$ cat src/rtl/ssp_pkg.sv
// ----------------------------------------------------------------------------
// ssp_pkg
// Shared types and constants of the stride/sequential prefetcher.
// ----------------------------------------------------------------------------
`default_nettype none
package ssp_pkg;
    localparam int TABLE_ENTRIES_DEF = 16;
    localparam int QUEUE_DEPTH_DEF   = 32;
    localparam int CFG_IDX_W         = 3;

    typedef enum logic [CFG_IDX_W-1:0] {
        CFG_NEW_STRIDE  = 3'd0,
        CFG_NEW_DEGREE  = 3'd1,
        CFG_MISS_STRIDE = 3'd2,
        CFG_MISS_DEGREE = 3'd3,
        CFG_MAX_DEGREE  = 3'd4,
        CFG_L1_SHIFT    = 3'd5,
        CFG_L2_SHIFT    = 3'd6,
        CFG_UNUSED      = 3'd7
    } cfg_idx_t;

    typedef enum logic [1:0] {
        MODE_INIT   = 2'd0,
        MODE_TRANS  = 2'd1,
        MODE_STEADY = 2'd2,
        MODE_NOPRE  = 2'd3
    } mode_t;

    // Work handed from the table front end to the queue back end
    typedef struct packed {
        logic        pop;       // pop the queue head
        logic        seq;       // sequential run, else stride run
        logic        none;      // no prefetches
        logic [31:0] addr;
        logic [15:0] stride;
        logic [16:0] first;     // first multiplier (seq: -1 encoded as start)
        logic [16:0] last;      // last multiplier, inclusive
        logic        use_l1;
    } job_t;
endpackage
`default_nettype wire

$ cat src/rtl/stride_sequential_prefetcher.sv
// ----------------------------------------------------------------------------
// stride_sequential_prefetcher
// Per-PC stride/sequential prefetcher with a deduplicating prefetch queue.
// ----------------------------------------------------------------------------
// An item (CPU access or pop) is taken when start is high and busy low; one
// status result follows on the strobe, which the receiver must take and
// cannot stall. A CPU access passes the table's scan, update and output
// states and the job queue, then each prefetch candidate takes a multiply and
// a candidate step plus a read and a compare per queued address scanned for
// duplicates (one scan pass even when the queue is empty; a sequential
// candidate inside the access's own block skips the scan), since the queue
// store has one read port; a head read comes before the strobe. busy stays
// high until the strobe, so one item is in flight at a time.
`default_nettype none
module stride_sequential_prefetcher #(
    parameter int TABLE_ENTRIES = ssp_pkg::TABLE_ENTRIES_DEF,
    parameter int QUEUE_DEPTH   = ssp_pkg::QUEUE_DEPTH_DEF
) (
    input  wire logic        clk,
    input  wire logic        rst_n,
    input  wire logic        start,
    output logic             busy,
    input  wire logic        req_type,
    input  wire logic [31:0] access_pc,
    input  wire logic [31:0] access_addr,
    input  wire logic        hit_l1,
    input  wire logic        cfg_valid,
    output logic             cfg_ready,
    input  wire logic [ssp_pkg::CFG_IDX_W-1:0] cfg_index,
    input  wire logic [15:0] cfg_data,
    output logic             strobe,
    output logic             pending_valid,
    output logic [31:0]      pending_addr,
    output logic [4:0]       pending_count
);
    import ssp_pkg::*;

    logic [15:0] new_stride_reg, miss_stride_reg;
    logic [7:0]  new_degree_reg, miss_degree_reg, max_degree_reg;
    logic [3:0]  l1_shift_reg, l2_shift_reg;

    assign cfg_ready = 1'b1;

    // Write configuration registers on each transfer
    always_ff @(posedge clk or negedge rst_n)
    begin
        if (!rst_n)
        begin
            new_stride_reg  <= 16'd64;
            new_degree_reg  <= 8'd2;
            miss_stride_reg <= 16'd64;
            miss_degree_reg <= 8'd1;
            max_degree_reg  <= 8'd4;
            l1_shift_reg    <= 4'd5;
            l2_shift_reg    <= 4'd6;
        end
        else if (cfg_valid)
        begin
            unique case (cfg_idx_t'(cfg_index))
                CFG_NEW_STRIDE:  new_stride_reg  <= cfg_data;
                CFG_NEW_DEGREE:  new_degree_reg  <= cfg_data[7:0];
                CFG_MISS_STRIDE: miss_stride_reg <= cfg_data;
                CFG_MISS_DEGREE: miss_degree_reg <= cfg_data[7:0];
                CFG_MAX_DEGREE:  max_degree_reg  <= cfg_data[7:0];
                CFG_L1_SHIFT:    l1_shift_reg    <= cfg_data[3:0];
                CFG_L2_SHIFT:    l2_shift_reg    <= cfg_data[3:0];
                default: ;
            endcase
        end
    end

    // Track items in flight so busy covers the whole job
    logic in_ready, done, busy_reg;
    always_ff @(posedge clk or negedge rst_n)
    begin
        if (!rst_n)
            busy_reg <= 1'b0;
        else if (start && !busy)
            busy_reg <= 1'b1;
        else if (done)
            busy_reg <= 1'b0;
    end
    assign busy = busy_reg || !in_ready;

    job_t f_job, b_job;
    logic f_valid, f_ready, b_valid, b_ready;

    ssp_table #(.TABLE_ENTRIES(TABLE_ENTRIES)) u_table (
        .clk         (clk),
        .rst_n       (rst_n),
        .in_valid    (start && !busy),
        .in_ready    (in_ready),
        .req_type    (req_type),
        .access_pc   (access_pc),
        .access_addr (access_addr),
        .hit_l1      (hit_l1),
        .new_stride  (new_stride_reg),
        .new_degree  (new_degree_reg),
        .miss_stride (miss_stride_reg),
        .miss_degree (miss_degree_reg),
        .max_degree  (max_degree_reg),
        .job         (f_job),
        .job_valid   (f_valid),
        .job_ready   (f_ready)
    );

    ssp_fifo u_fifo (
        .clk      (clk),
        .rst_n    (rst_n),
        .wr_job   (f_job),
        .wr_valid (f_valid),
        .wr_ready (f_ready),
        .rd_job   (b_job),
        .rd_valid (b_valid),
        .rd_ready (b_ready)
    );

    ssp_queue #(.QUEUE_DEPTH(QUEUE_DEPTH)) u_queue (
        .clk            (clk),
        .rst_n          (rst_n),
        .job            (b_job),
        .job_valid      (b_valid),
        .job_ready      (b_ready),
        .l1_block_shift (l1_shift_reg),
        .l2_block_shift (l2_shift_reg),
        .done           (done),
        .pending_valid  (pending_valid),
        .pending_addr   (pending_addr),
        .pending_count  (pending_count)
    );

    assign strobe = done;
endmodule
`default_nettype wire

$ cat src/rtl/ssp_table.sv
// ----------------------------------------------------------------------------
// ssp_table
// Front end: per-PC reference table lookup, LRU replacement and mode update.
// Emits one prefetch job per accepted item.
// ----------------------------------------------------------------------------
`default_nettype none
module ssp_table #(
    parameter int TABLE_ENTRIES = ssp_pkg::TABLE_ENTRIES_DEF
) (
    input  wire logic         clk,
    input  wire logic         rst_n,
    input  wire logic         in_valid,
    output logic              in_ready,
    input  wire logic         req_type,
    input  wire logic [31:0]  access_pc,
    input  wire logic [31:0]  access_addr,
    input  wire logic         hit_l1,
    input  wire logic [15:0]  new_stride,
    input  wire logic [7:0]   new_degree,
    input  wire logic [15:0]  miss_stride,
    input  wire logic [7:0]   miss_degree,
    input  wire logic [7:0]   max_degree,
    output ssp_pkg::job_t     job,
    output logic              job_valid,
    input  wire logic         job_ready
);
    import ssp_pkg::*;
    localparam int IW = (TABLE_ENTRIES > 1) ? $clog2(TABLE_ENTRIES) : 1;
    localparam int UW = $clog2(TABLE_ENTRIES + 1);

    typedef enum logic [1:0] { S_IDLE, S_SCAN, S_UPD, S_OUT } state_t;

    logic [31:0]    pc_q   [TABLE_ENTRIES];
    logic [31:0]    last_q [TABLE_ENTRIES];
    logic [15:0]    cnt_q  [TABLE_ENTRIES];
    logic [15:0]    str_q  [TABLE_ENTRIES];
    logic [15:0]    ahd_q  [TABLE_ENTRIES];
    mode_t          mode_q [TABLE_ENTRIES];
    logic [IW-1:0]  rank_q [TABLE_ENTRIES];

    state_t         state_reg;
    logic [UW-1:0]  used_reg;
    logic [IW-1:0]  idx_reg;
    logic           found_reg;
    logic           req_reg, l1_reg;
    logic [31:0]    pc_reg, addr_reg;
    job_t           job_reg;

    // Parallel compare against valid entries, as combinational hit and LRU vectors
    logic [TABLE_ENTRIES-1:0] hit_vec, lru_vec;
    always_comb
    begin
        for (int i = 0; i < TABLE_ENTRIES; i++)
        begin
            hit_vec[i] = (UW'(i) < used_reg) && (pc_q[i] == pc_reg);
            lru_vec[i] = (UW'(i) < used_reg) &&
                         (UW'(rank_q[i]) == used_reg - UW'(1));
        end
    end

    logic [IW-1:0] hit_idx, lru_idx;
    always_comb
    begin
        hit_idx = '0;
        lru_idx = '0;
        for (int i = 0; i < TABLE_ENTRIES; i++)
        begin
            if (hit_vec[i]) hit_idx = IW'(i);
            if (lru_vec[i]) lru_idx = IW'(i);
        end
    end

    // Entry update arithmetic for the selected entry
    logic [15:0] e_cnt, e_str, e_ahd, delta, ahd_dec, lim, cnt_new;
    mode_t       e_mode;
    always_comb
    begin
        e_cnt  = cnt_q[idx_reg];
        e_str  = str_q[idx_reg];
        e_ahd  = ahd_q[idx_reg];
        e_mode = mode_q[idx_reg];
        delta  = addr_reg[15:0] - last_q[idx_reg][15:0];
        ahd_dec = (e_ahd != 16'd0) ? e_ahd - 16'd1 : 16'd0;
        unique case (e_mode)
            MODE_INIT:   cnt_new = (e_cnt != 16'hFFFF) ? e_cnt + 16'd1 : e_cnt;
            MODE_STEADY: cnt_new = (e_cnt > 16'hFFFB) ? 16'hFFFF : e_cnt + 16'd4;
            default:     cnt_new = 16'd2;
        endcase
        lim = (cnt_new < {8'd0, max_degree}) ? cnt_new : {8'd0, max_degree};
    end

    assign in_ready  = (state_reg == S_IDLE);
    assign job       = job_reg;
    assign job_valid = (state_reg == S_OUT);

    always_ff @(posedge clk or negedge rst_n)
    begin
        if (!rst_n)
        begin
            state_reg <= S_IDLE;
            used_reg  <= '0;
        end
        else
        begin
            unique case (state_reg)
                S_IDLE:
                begin
                    if (in_valid)
                    begin
                        req_reg   <= req_type;
                        pc_reg    <= access_pc;
                        addr_reg  <= access_addr;
                        l1_reg    <= hit_l1;
                        state_reg <= req_type ? S_UPD : S_SCAN;
                    end
                end
                S_SCAN:
                begin
                    found_reg <= |hit_vec;
                    if (|hit_vec)
                        idx_reg <= hit_idx;
                    else if (used_reg < UW'(TABLE_ENTRIES))
                        idx_reg <= used_reg[IW-1:0];
                    else
                        idx_reg <= lru_idx;
                    state_reg <= S_UPD;
                end
                S_UPD:
                begin
                    job_reg.pop    <= req_reg;
                    job_reg.addr   <= addr_reg;
                    job_reg.use_l1 <= l1_reg;
                    job_reg.none   <= 1'b0;
                    if (!req_reg)
                    begin
                        // promote to most recent; a fresh entry ages every valid one
                        for (int j = 0; j < TABLE_ENTRIES; j++)
                            if ((UW'(j) < used_reg) &&
                                ((!found_reg && used_reg < UW'(TABLE_ENTRIES)) ||
                                 rank_q[j] < rank_q[idx_reg]))
                                rank_q[j] <= rank_q[j] + IW'(1);
                        rank_q[idx_reg] <= '0;
                        last_q[idx_reg] <= addr_reg;
                        if (!found_reg)
                        begin
                            if (used_reg < UW'(TABLE_ENTRIES))
                                used_reg <= used_reg + UW'(1);
                            pc_q[idx_reg]   <= pc_reg;
                            cnt_q[idx_reg]  <= 16'd1;
                            str_q[idx_reg]  <= new_stride;
                            ahd_q[idx_reg]  <= {8'd0, new_degree};
                            mode_q[idx_reg] <= MODE_INIT;
                            job_reg.seq     <= 1'b1;
                            job_reg.stride  <= new_stride;
                            job_reg.first   <= '0;
                            job_reg.last    <= 17'(new_degree) + 17'd1;
                        end
                        else if (delta == e_str)
                        begin
                            job_reg.stride <= e_str;
                            if (e_mode == MODE_NOPRE)
                            begin
                                mode_q[idx_reg] <= MODE_TRANS;
                                cnt_q[idx_reg]  <= 16'd2;
                                ahd_q[idx_reg]  <= ahd_dec;
                                job_reg.seq     <= 1'b1;
                                job_reg.first   <= '0;
                                job_reg.last    <= {1'b0, ahd_dec} + 17'd1;
                            end
                            else
                            begin
                                mode_q[idx_reg] <= MODE_STEADY;
                                cnt_q[idx_reg]  <= cnt_new;
                                job_reg.seq     <= 1'b0;
                                job_reg.first   <= {1'b0, ahd_dec} + 17'd1;
                                job_reg.last    <= {1'b0, lim};
                                job_reg.none    <= (e_str == 16'd0) || !(ahd_dec < lim);
                                if (e_str != 16'd0 && ahd_dec < lim)
                                    ahd_q[idx_reg] <= lim;
                                else
                                    ahd_q[idx_reg] <= ahd_dec;
                            end
                        end
                        else
                        begin
                            mode_q[idx_reg] <= (e_mode == MODE_TRANS || e_mode == MODE_NOPRE)
                                               ? MODE_NOPRE : MODE_TRANS;
                            cnt_q[idx_reg]  <= 16'd1;
                            str_q[idx_reg]  <= delta;
                            ahd_q[idx_reg]  <= {8'd0, new_degree};
                            job_reg.seq     <= 1'b1;
                            job_reg.stride  <= miss_stride;
                            job_reg.first   <= '0;
                            job_reg.last    <= 17'(miss_degree) + 17'd1;
                        end
                    end
                    state_reg <= S_OUT;
                end
                S_OUT:
                begin
                    if (job_ready)
                        state_reg <= S_IDLE;
                end
                default: state_reg <= S_IDLE;
            endcase
        end
    end
endmodule
`default_nettype wire

$ cat src/rtl/ssp_fifo.sv
// ----------------------------------------------------------------------------
// ssp_fifo
// Two-entry job queue between the table front end and the queue back end.
// ----------------------------------------------------------------------------
`default_nettype none
module ssp_fifo (
    input  wire logic     clk,
    input  wire logic     rst_n,
    input  ssp_pkg::job_t wr_job,
    input  wire logic     wr_valid,
    output logic          wr_ready,
    output ssp_pkg::job_t rd_job,
    output logic          rd_valid,
    input  wire logic     rd_ready
);
    import ssp_pkg::*;
    job_t       mem_q [2];
    logic       wp_reg, rp_reg;
    logic [1:0] cnt_reg;

    assign wr_ready = (cnt_reg != 2'd2);
    assign rd_valid = (cnt_reg != 2'd0);
    assign rd_job   = mem_q[rp_reg];

    // Hold entries and advance pointers on each transfer
    always_ff @(posedge clk or negedge rst_n)
    begin
        if (!rst_n)
        begin
            wp_reg  <= 1'b0;
            rp_reg  <= 1'b0;
            cnt_reg <= 2'd0;
        end
        else
        begin
            if (wr_valid && wr_ready)
            begin
                mem_q[wp_reg] <= wr_job;
                wp_reg <= ~wp_reg;
            end
            if (rd_valid && rd_ready)
                rp_reg <= ~rp_reg;
            cnt_reg <= cnt_reg + 2'((wr_valid && wr_ready) ? 1 : 0)
                               - 2'((rd_valid && rd_ready) ? 1 : 0);
        end
    end
endmodule
`default_nettype wire

$ cat src/rtl/ssp_ram.sv
// ----------------------------------------------------------------------------
// ssp_ram
// Generic single-port-write, single-read RAM with registered read data.
// ----------------------------------------------------------------------------
`default_nettype none
module ssp_ram #(
    parameter int WIDTH = 32,
    parameter int DEPTH = 32
) (
    input  wire logic                     clk,
    input  wire logic                     we,
    input  wire logic [$clog2(DEPTH)-1:0] waddr,
    input  wire logic [WIDTH-1:0]         wdata,
    input  wire logic [$clog2(DEPTH)-1:0] raddr,
    output logic      [WIDTH-1:0]         rdata
);
    logic [WIDTH-1:0] mem [DEPTH];
    always_ff @(posedge clk)
    begin
        if (we)
            mem[waddr] <= wdata;
        rdata <= mem[raddr];
    end
endmodule
`default_nettype wire

$ cat src/rtl/ssp_queue.sv
// ----------------------------------------------------------------------------
// ssp_queue
// Back end: generates prefetch candidates, scans the circular queue for
// block duplicates, enqueues, pops, and strobes the queue status.
// ----------------------------------------------------------------------------
`default_nettype none
module ssp_queue #(
    parameter int QUEUE_DEPTH = ssp_pkg::QUEUE_DEPTH_DEF
) (
    input  wire logic        clk,
    input  wire logic        rst_n,
    input  ssp_pkg::job_t    job,
    input  wire logic        job_valid,
    output logic             job_ready,
    input  wire logic [3:0]  l1_block_shift,
    input  wire logic [3:0]  l2_block_shift,
    output logic             done,
    output logic             pending_valid,
    output logic [31:0]      pending_addr,
    output logic [4:0]       pending_count
);
    import ssp_pkg::*;
    localparam int QW = $clog2(QUEUE_DEPTH);

    typedef enum logic [2:0] { B_IDLE, B_CAND, B_MUL, B_SCAN, B_RD, B_HEAD, B_OUT, B_POP }
        state_t;

    state_t        state_reg;
    job_t          job_reg;
    logic [QW-1:0] front_reg, rear_reg, k_reg;
    logic [16:0]   i_reg;
    logic [31:0]   prod_reg, cand_reg;
    logic          done_reg;
    logic [31:0]   head_reg;

    logic [QW-1:0] len;
    assign len = rear_reg - front_reg;

    logic          ram_we;
    logic [QW-1:0] ram_raddr;
    logic [31:0]   ram_rdata;

    ssp_ram #(.WIDTH(32), .DEPTH(QUEUE_DEPTH)) u_store (
        .clk   (clk),
        .we    (ram_we),
        .waddr (rear_reg),
        .wdata (cand_reg),
        .raddr (ram_raddr),
        .rdata (ram_rdata)
    );

    logic [3:0]  dsh, ash;
    logic [31:0] cand_sum;
    assign dsh = (job_reg.seq || !job_reg.use_l1) ? l2_block_shift : l1_block_shift;
    assign ash = job_reg.use_l1 ? l1_block_shift : l2_block_shift;
    assign cand_sum = job_reg.addr + prod_reg;

    // Multiplier: seq runs from -1, stride runs from the first lookahead step
    logic [16:0] mul_k;
    logic [31:0] mul_ext;
    assign mul_k   = job_reg.seq ? i_reg - 17'd1 : i_reg;
    assign mul_ext = job_reg.seq ? {{15{mul_k[16]}}, mul_k} : {15'd0, mul_k};

    logic k_last;
    assign k_last = (k_reg == len - QW'(1));
    assign ram_raddr = (state_reg == B_HEAD || state_reg == B_IDLE || state_reg == B_POP)
                     ? front_reg : front_reg + k_reg;
    assign ram_we = (state_reg == B_OUT) && (len == QW'(0) || k_last) &&
                    !((len != QW'(0)) && ((ram_rdata >> dsh) == (cand_reg >> dsh))) &&
                    (len != QW'(QUEUE_DEPTH - 1));

    assign job_ready     = (state_reg == B_IDLE);
    assign done          = done_reg;
    assign pending_valid = done_reg && (len != QW'(0));
    assign pending_addr  = (len != QW'(0)) ? head_reg : 32'd0;
    assign pending_count = 5'(len);

    // Sequence one job: candidates one at a time, queue entries read and compared in turn
    always_ff @(posedge clk or negedge rst_n)
    begin
        if (!rst_n)
        begin
            state_reg <= B_IDLE;
            front_reg <= '0;
            rear_reg  <= '0;
            done_reg  <= 1'b0;
        end
        else
        begin
            done_reg <= 1'b0;
            unique case (state_reg)
                B_IDLE:
                begin
                    if (job_valid)
                    begin
                        job_reg <= job;
                        i_reg   <= job.first;
                        if (job.pop)
                        begin
                            if (len != QW'(0))
                                front_reg <= front_reg + QW'(1);
                            state_reg <= B_POP;
                        end
                        else if (job.none || job.stride == 16'd0)
                            state_reg <= B_RD;
                        else
                            state_reg <= B_MUL;
                    end
                end
                B_POP:
                begin
                    // read the new head after the front moved
                    state_reg <= B_RD;
                end
                B_MUL:
                begin
                    prod_reg  <= mul_ext * {{16{job_reg.stride[15]}}, job_reg.stride};
                    state_reg <= B_CAND;
                end
                B_CAND:
                begin
                    cand_reg <= cand_sum;
                    k_reg    <= '0;
                    if (job_reg.seq && ((cand_sum >> ash) == (job_reg.addr >> ash)))
                        state_reg <= B_HEAD;
                    else
                        state_reg <= B_SCAN;
                end
                B_SCAN:
                begin
                    // wait for the registered read of entry k
                    state_reg <= B_OUT;
                end
                B_OUT:
                begin
                    if (len == QW'(0) || (ram_rdata >> dsh) == (cand_reg >> dsh)
                        || k_last)
                        state_reg <= B_HEAD;
                    else
                    begin
                        k_reg     <= k_reg + QW'(1);
                        state_reg <= B_SCAN;
                    end
                end
                B_HEAD:
                begin
                    if (i_reg == job_reg.last)
                        state_reg <= B_RD;
                    else
                    begin
                        i_reg     <= i_reg + 17'd1;
                        state_reg <= B_MUL;
                    end
                end
                B_RD:
                begin
                    head_reg  <= ram_rdata;
                    done_reg  <= 1'b1;
                    state_reg <= B_IDLE;
                end
                default: state_reg <= B_IDLE;
            endcase
            if (ram_we)
                rear_reg <= rear_reg + QW'(1);
        end
    end
endmodule
`default_nettype wire
$ cat config.mk
export PLATFORM = sky130hd
export DESIGN_NAME = stride_sequential_prefetcher
export DESIGN_NICKNAME = d
export VERILOG_FILES = /design/src/rtl/ssp_pkg.sv /design/src/rtl/stride_sequential_prefetcher.sv /design/src/rtl/ssp_table.sv /design/src/rtl/ssp_fifo.sv /design/src/rtl/ssp_ram.sv /design/src/rtl/ssp_queue.sv
export SDC_FILE = /design/constraint.sdc
export NUM_CORES = 2
export LEC_CHECK = 0
export ABC_AREA = 1
export BUFFER_PORTS_ARGS = -buffer_cell sky130_fd_sc_hd__buf_2
export CORE_UTILIZATION = 35
export DETAILED_ROUTE_END_ITERATION = 8
export PLACE_DENSITY = 0.48
export SLEW_MARGIN = 20
export SYNTH_ARGS = -nofsm -noshare
export SYNTH_HDL_FRONTEND = slang
export SYNTH_HIERARCHICAL = 1
export SYNTH_SLANG_ARGS = --single-unit
$ cat constraint.sdc
create_clock -name clk -period 17.8 [get_ports clk]
set_input_delay 2.67 -clock clk [delete_from_list [all_inputs] [get_ports clk]]
set_output_delay 2.67 -clock clk [all_outputs]
set_load 0.05 [all_outputs]
==> flow_metrics.env <==
export IMPL_status="finished, final reports clean"
export IMPL_hp_class="register to register"
export IMPL_slew_violations=0
export IMPL_antenna_found_initial=28
export IMPL_routed_wl_mm=495
export IMPL_die_y_um=675
export IMPL_clockRootBuffer="clkbuf_16"
export IMPL_area_delta_synth_final_pct=12.1
export IMPL_drc_errors=0
export IMPL_clock_latency_ns=1.03
export IMPL_cpMostUsedCell="nor2_1"
export IMPL_core_mm2=0.450
export IMPL_whs_ns=0.420
export IMPL_cp_start_kind="register"
export IMPL_mostFrequentLayoutCell="nand2_1"
export IMPL_critPathSlowestCell="a21oi_1"
export IMPL_setup_tns_ns=0
export IMPL_r2r_end="u_table/ahd_q[14][12]"
export IMPL_ioPinCount=130
export IMPL_synth_warnings=6
export IMPL_grt_pass1_vias=104000
export IMPL_synth_avg_cell_area_um2=10.7
export IMPL_reg_top3="u_queue/u_store/mem x1024, u_table/pc_q x512"
export IMPL_drive_gt1_frac=0.0831
export IMPL_die_width_um=675
export IMPL_slowest_delay_ns=0.90
export IMPL_ff2ff_path_depth=36
export IMPL_whs_endpoint="u_table/job[77]"
export IMPL_max_freq_mhz=100
export IMPL_cts_sinks=3296
export IMPL_synth_distinct_cells=84
export IMPL_cts_setup_buffers=0
export IMPL_hold_depth=0
export IMPL_cts_tree="done"
export IMPL_fillers=43800
export IMPL_grt_usage=0.212
export IMPL_grt_max_degree=316
export IMPL_end_kind="register"
export IMPL_drt_iter0_markers=9880
export IMPL_numCtsBuffers=368
export IMPL_largest_reg_flops=1024
export IMPL_hold_path_startpoint="u_table/addr_reg[26]"
export IMPL_gr_total_overflow=0
export IMPL_cap_viol_max_count=0
export IMPL_crit_buf_inv=6
export IMPL_place_area_mm2=0.165
export IMPL_clock_path_buffers=4
export IMPL_period_needed_ns=9.96
export IMPL_drtPass1Iterations=8
export IMPL_criticalPathCategory="register to register"
export IMPL_grt_pass1_wl_mm=718
export IMPL_routed_via_density=5.16
export IMPL_synthFlopType="edfxtp_1"
export IMPL_synth_area_mm2=0.158
export IMPL_ant_nets=0
export IMPL_h_tree_depth=5
export IMPL_tightest_slew_ns=1.16
export IMPL_critPathMaxFanout=131
export IMPL_fin_nets=15600
export IMPL_synth_seq_cells=3296
export IMPL_cts_resized_gates=0
export IMPL_holdBufCountCts=0
export IMPL_slew_headroom=0.223
export IMPL_cp_top_family="simple AND/OR/NAND/NOR gates"
export IMPL_final_core_util=0.395
export IMPL_synth_edf_count=3106
export IMPL_rsz0062_at_grt="no"
export IMPL_clk_pin_slew_ns=0.06
export IMPL_top_register="u_queue/u_store/mem"
export IMPL_gp_congestion=0.890
export IMPL_yosysSeqAreaShare=0.616
export IMPL_fin_area_mm2=0.178
export IMPL_initial_core_util=0.352
export IMPL_crit_arrival_ns=10.56
export IMPL_required_ns=18.40
export IMPL_num_vias=110000
export IMPL_skew_ns=0.100
export IMPL_portBuffers=128
export IMPL_final_cell_mix="nand2_1 (3,849), edfxtp_1 (3,106), nand3_1 (1,544)"
export IMPL_ys_async_sr_fraction=0.0273
export IMPL_finalSetupViolations=0
export IMPL_regToRegSetupSlack_ns=7.84
export IMPL_dieArea_mm2=0.455
export IMPL_hold_violations=0
export IMPL_synthesis_instances=14900
export IMPL_num_rows=246
export IMPL_dp_hpwl_mm=302
export IMPL_wl_per_cell_um=23.3
export IMPL_period_share=0.560
## layout make-up
cell class,instances,area (um^2),area share
clock inverter,220,2010,0.0113
antenna,8,20.0,0.000113
clock buffer,465,9880,0.0557
tap,5952,7450,0.0420
multi-input combinational,9648,53000,0.298
timing repair buffer,424,3000,0.0169
sequential,3296,97600,0.550
inverter,1218,4640,0.0261
## cell usage after synthesis, drive strengths merged (9+ instances only)
cell | count | share of area
o21ai | 877 | 0.028
or2 | 87 | 0.0034
nand2 | 3865 | 0.092
buf | 446 | 0.019
clkinv | 19 | 0.00045
a31oi | 19 | 0.00075
a21boi | 24 | 0.0011
dfstp | 9 | 0.0015
o221ai | 161 | 0.0089
dfxtp | 100 | 0.013
clkbuf | 266 | 0.0063
nand4 | 169 | 0.0068
nor4 | 70 | 0.0028
a221oi | 25 | 0.0014
xnor2 | 302 | 0.017
ha | 251 | 0.020
and2 | 14 | 0.00055
o211ai | 92 | 0.0044
fa | 274 | 0.035
a211oi | 11 | 0.00052
xor2 | 209 | 0.012
a22oi | 15 | 0.00071
a22o | 26 | 0.0014
o22ai | 107 | 0.0042
nand3 | 1550 | 0.049
dfrtp | 81 | 0.013
inv | 1199 | 0.029
a21oi | 225 | 0.0072
nor2 | 1120 | 0.027
nor4b | 10 | 0.00055
edfxtp | 3106 | 0.59
nor3 | 56 | 0.0020
## worst max path at each step
stage               startpoint                    end  slack [ns]  cells past startpoint
global route          register  u_table/ahd_q[14][12]        6.96                     36
CTS                   register   u_table/ahd_q[11][3]        7.74                     34
floorplan                rst_n       u_queue/i_reg[0]        9.34                      3
global placement      register   u_table/ahd_q[11][3]        7.97                     34
detailed placement    register   u_table/ahd_q[11][3]        7.83                     34
finish                register  u_table/ahd_q[14][12]        7.84                     36
## metal layers
layer | up-vias | global-route usage | part of all wire
li1 | 51300 | - | -
met1 | 54300 | 0.304 | 0.46
met2 | 3219 | 0.343 | 0.46
met3 | 688 | 0.0221 | 0.054
met4 | 2 | 0.0536 | 0.026
met5 | - | 0 | 0.000026
## cells by family (layout without fill, tap and decap cells)
logic type	after synthesis	count (layout)	synth area share
buffers and inverters	1930	2327	0.0542
AO/OA/AOI/OAI	1634	1634	0.0613
other	2	17	0.0000474
AND/OR/NAND/NOR	6964	6964	0.185
multiplexers	5	5	0.000316
flip-flops	3296	3296	0.616
XOR/XNOR	511	511	0.0283
adder cells (fa/ha/maj)	525	525	0.0545
## metrics by stage
stage          instances  setup slack, ns
6_report           21200             7.84
5_1_grt            21200             6.96
4_1_cts            21200             7.74
3_5_place_dp       20500             7.83
3_3_place_gp       20500             7.97
2_1_floorplan      14900             9.34
## worst reg2reg max path, delay by kind of cell, from the launching register on
kind,cells,cell delay [ns]
buf+inv,6,2.82
fa+ha+maj,3,0.82
flops,1,0.52
simple gates,19,3.19
compound gates,8,2.19
Power is left out: the tool's default activity adds up to more than one toggle a clock period on the data nets, which glitch-free logic cannot reach.
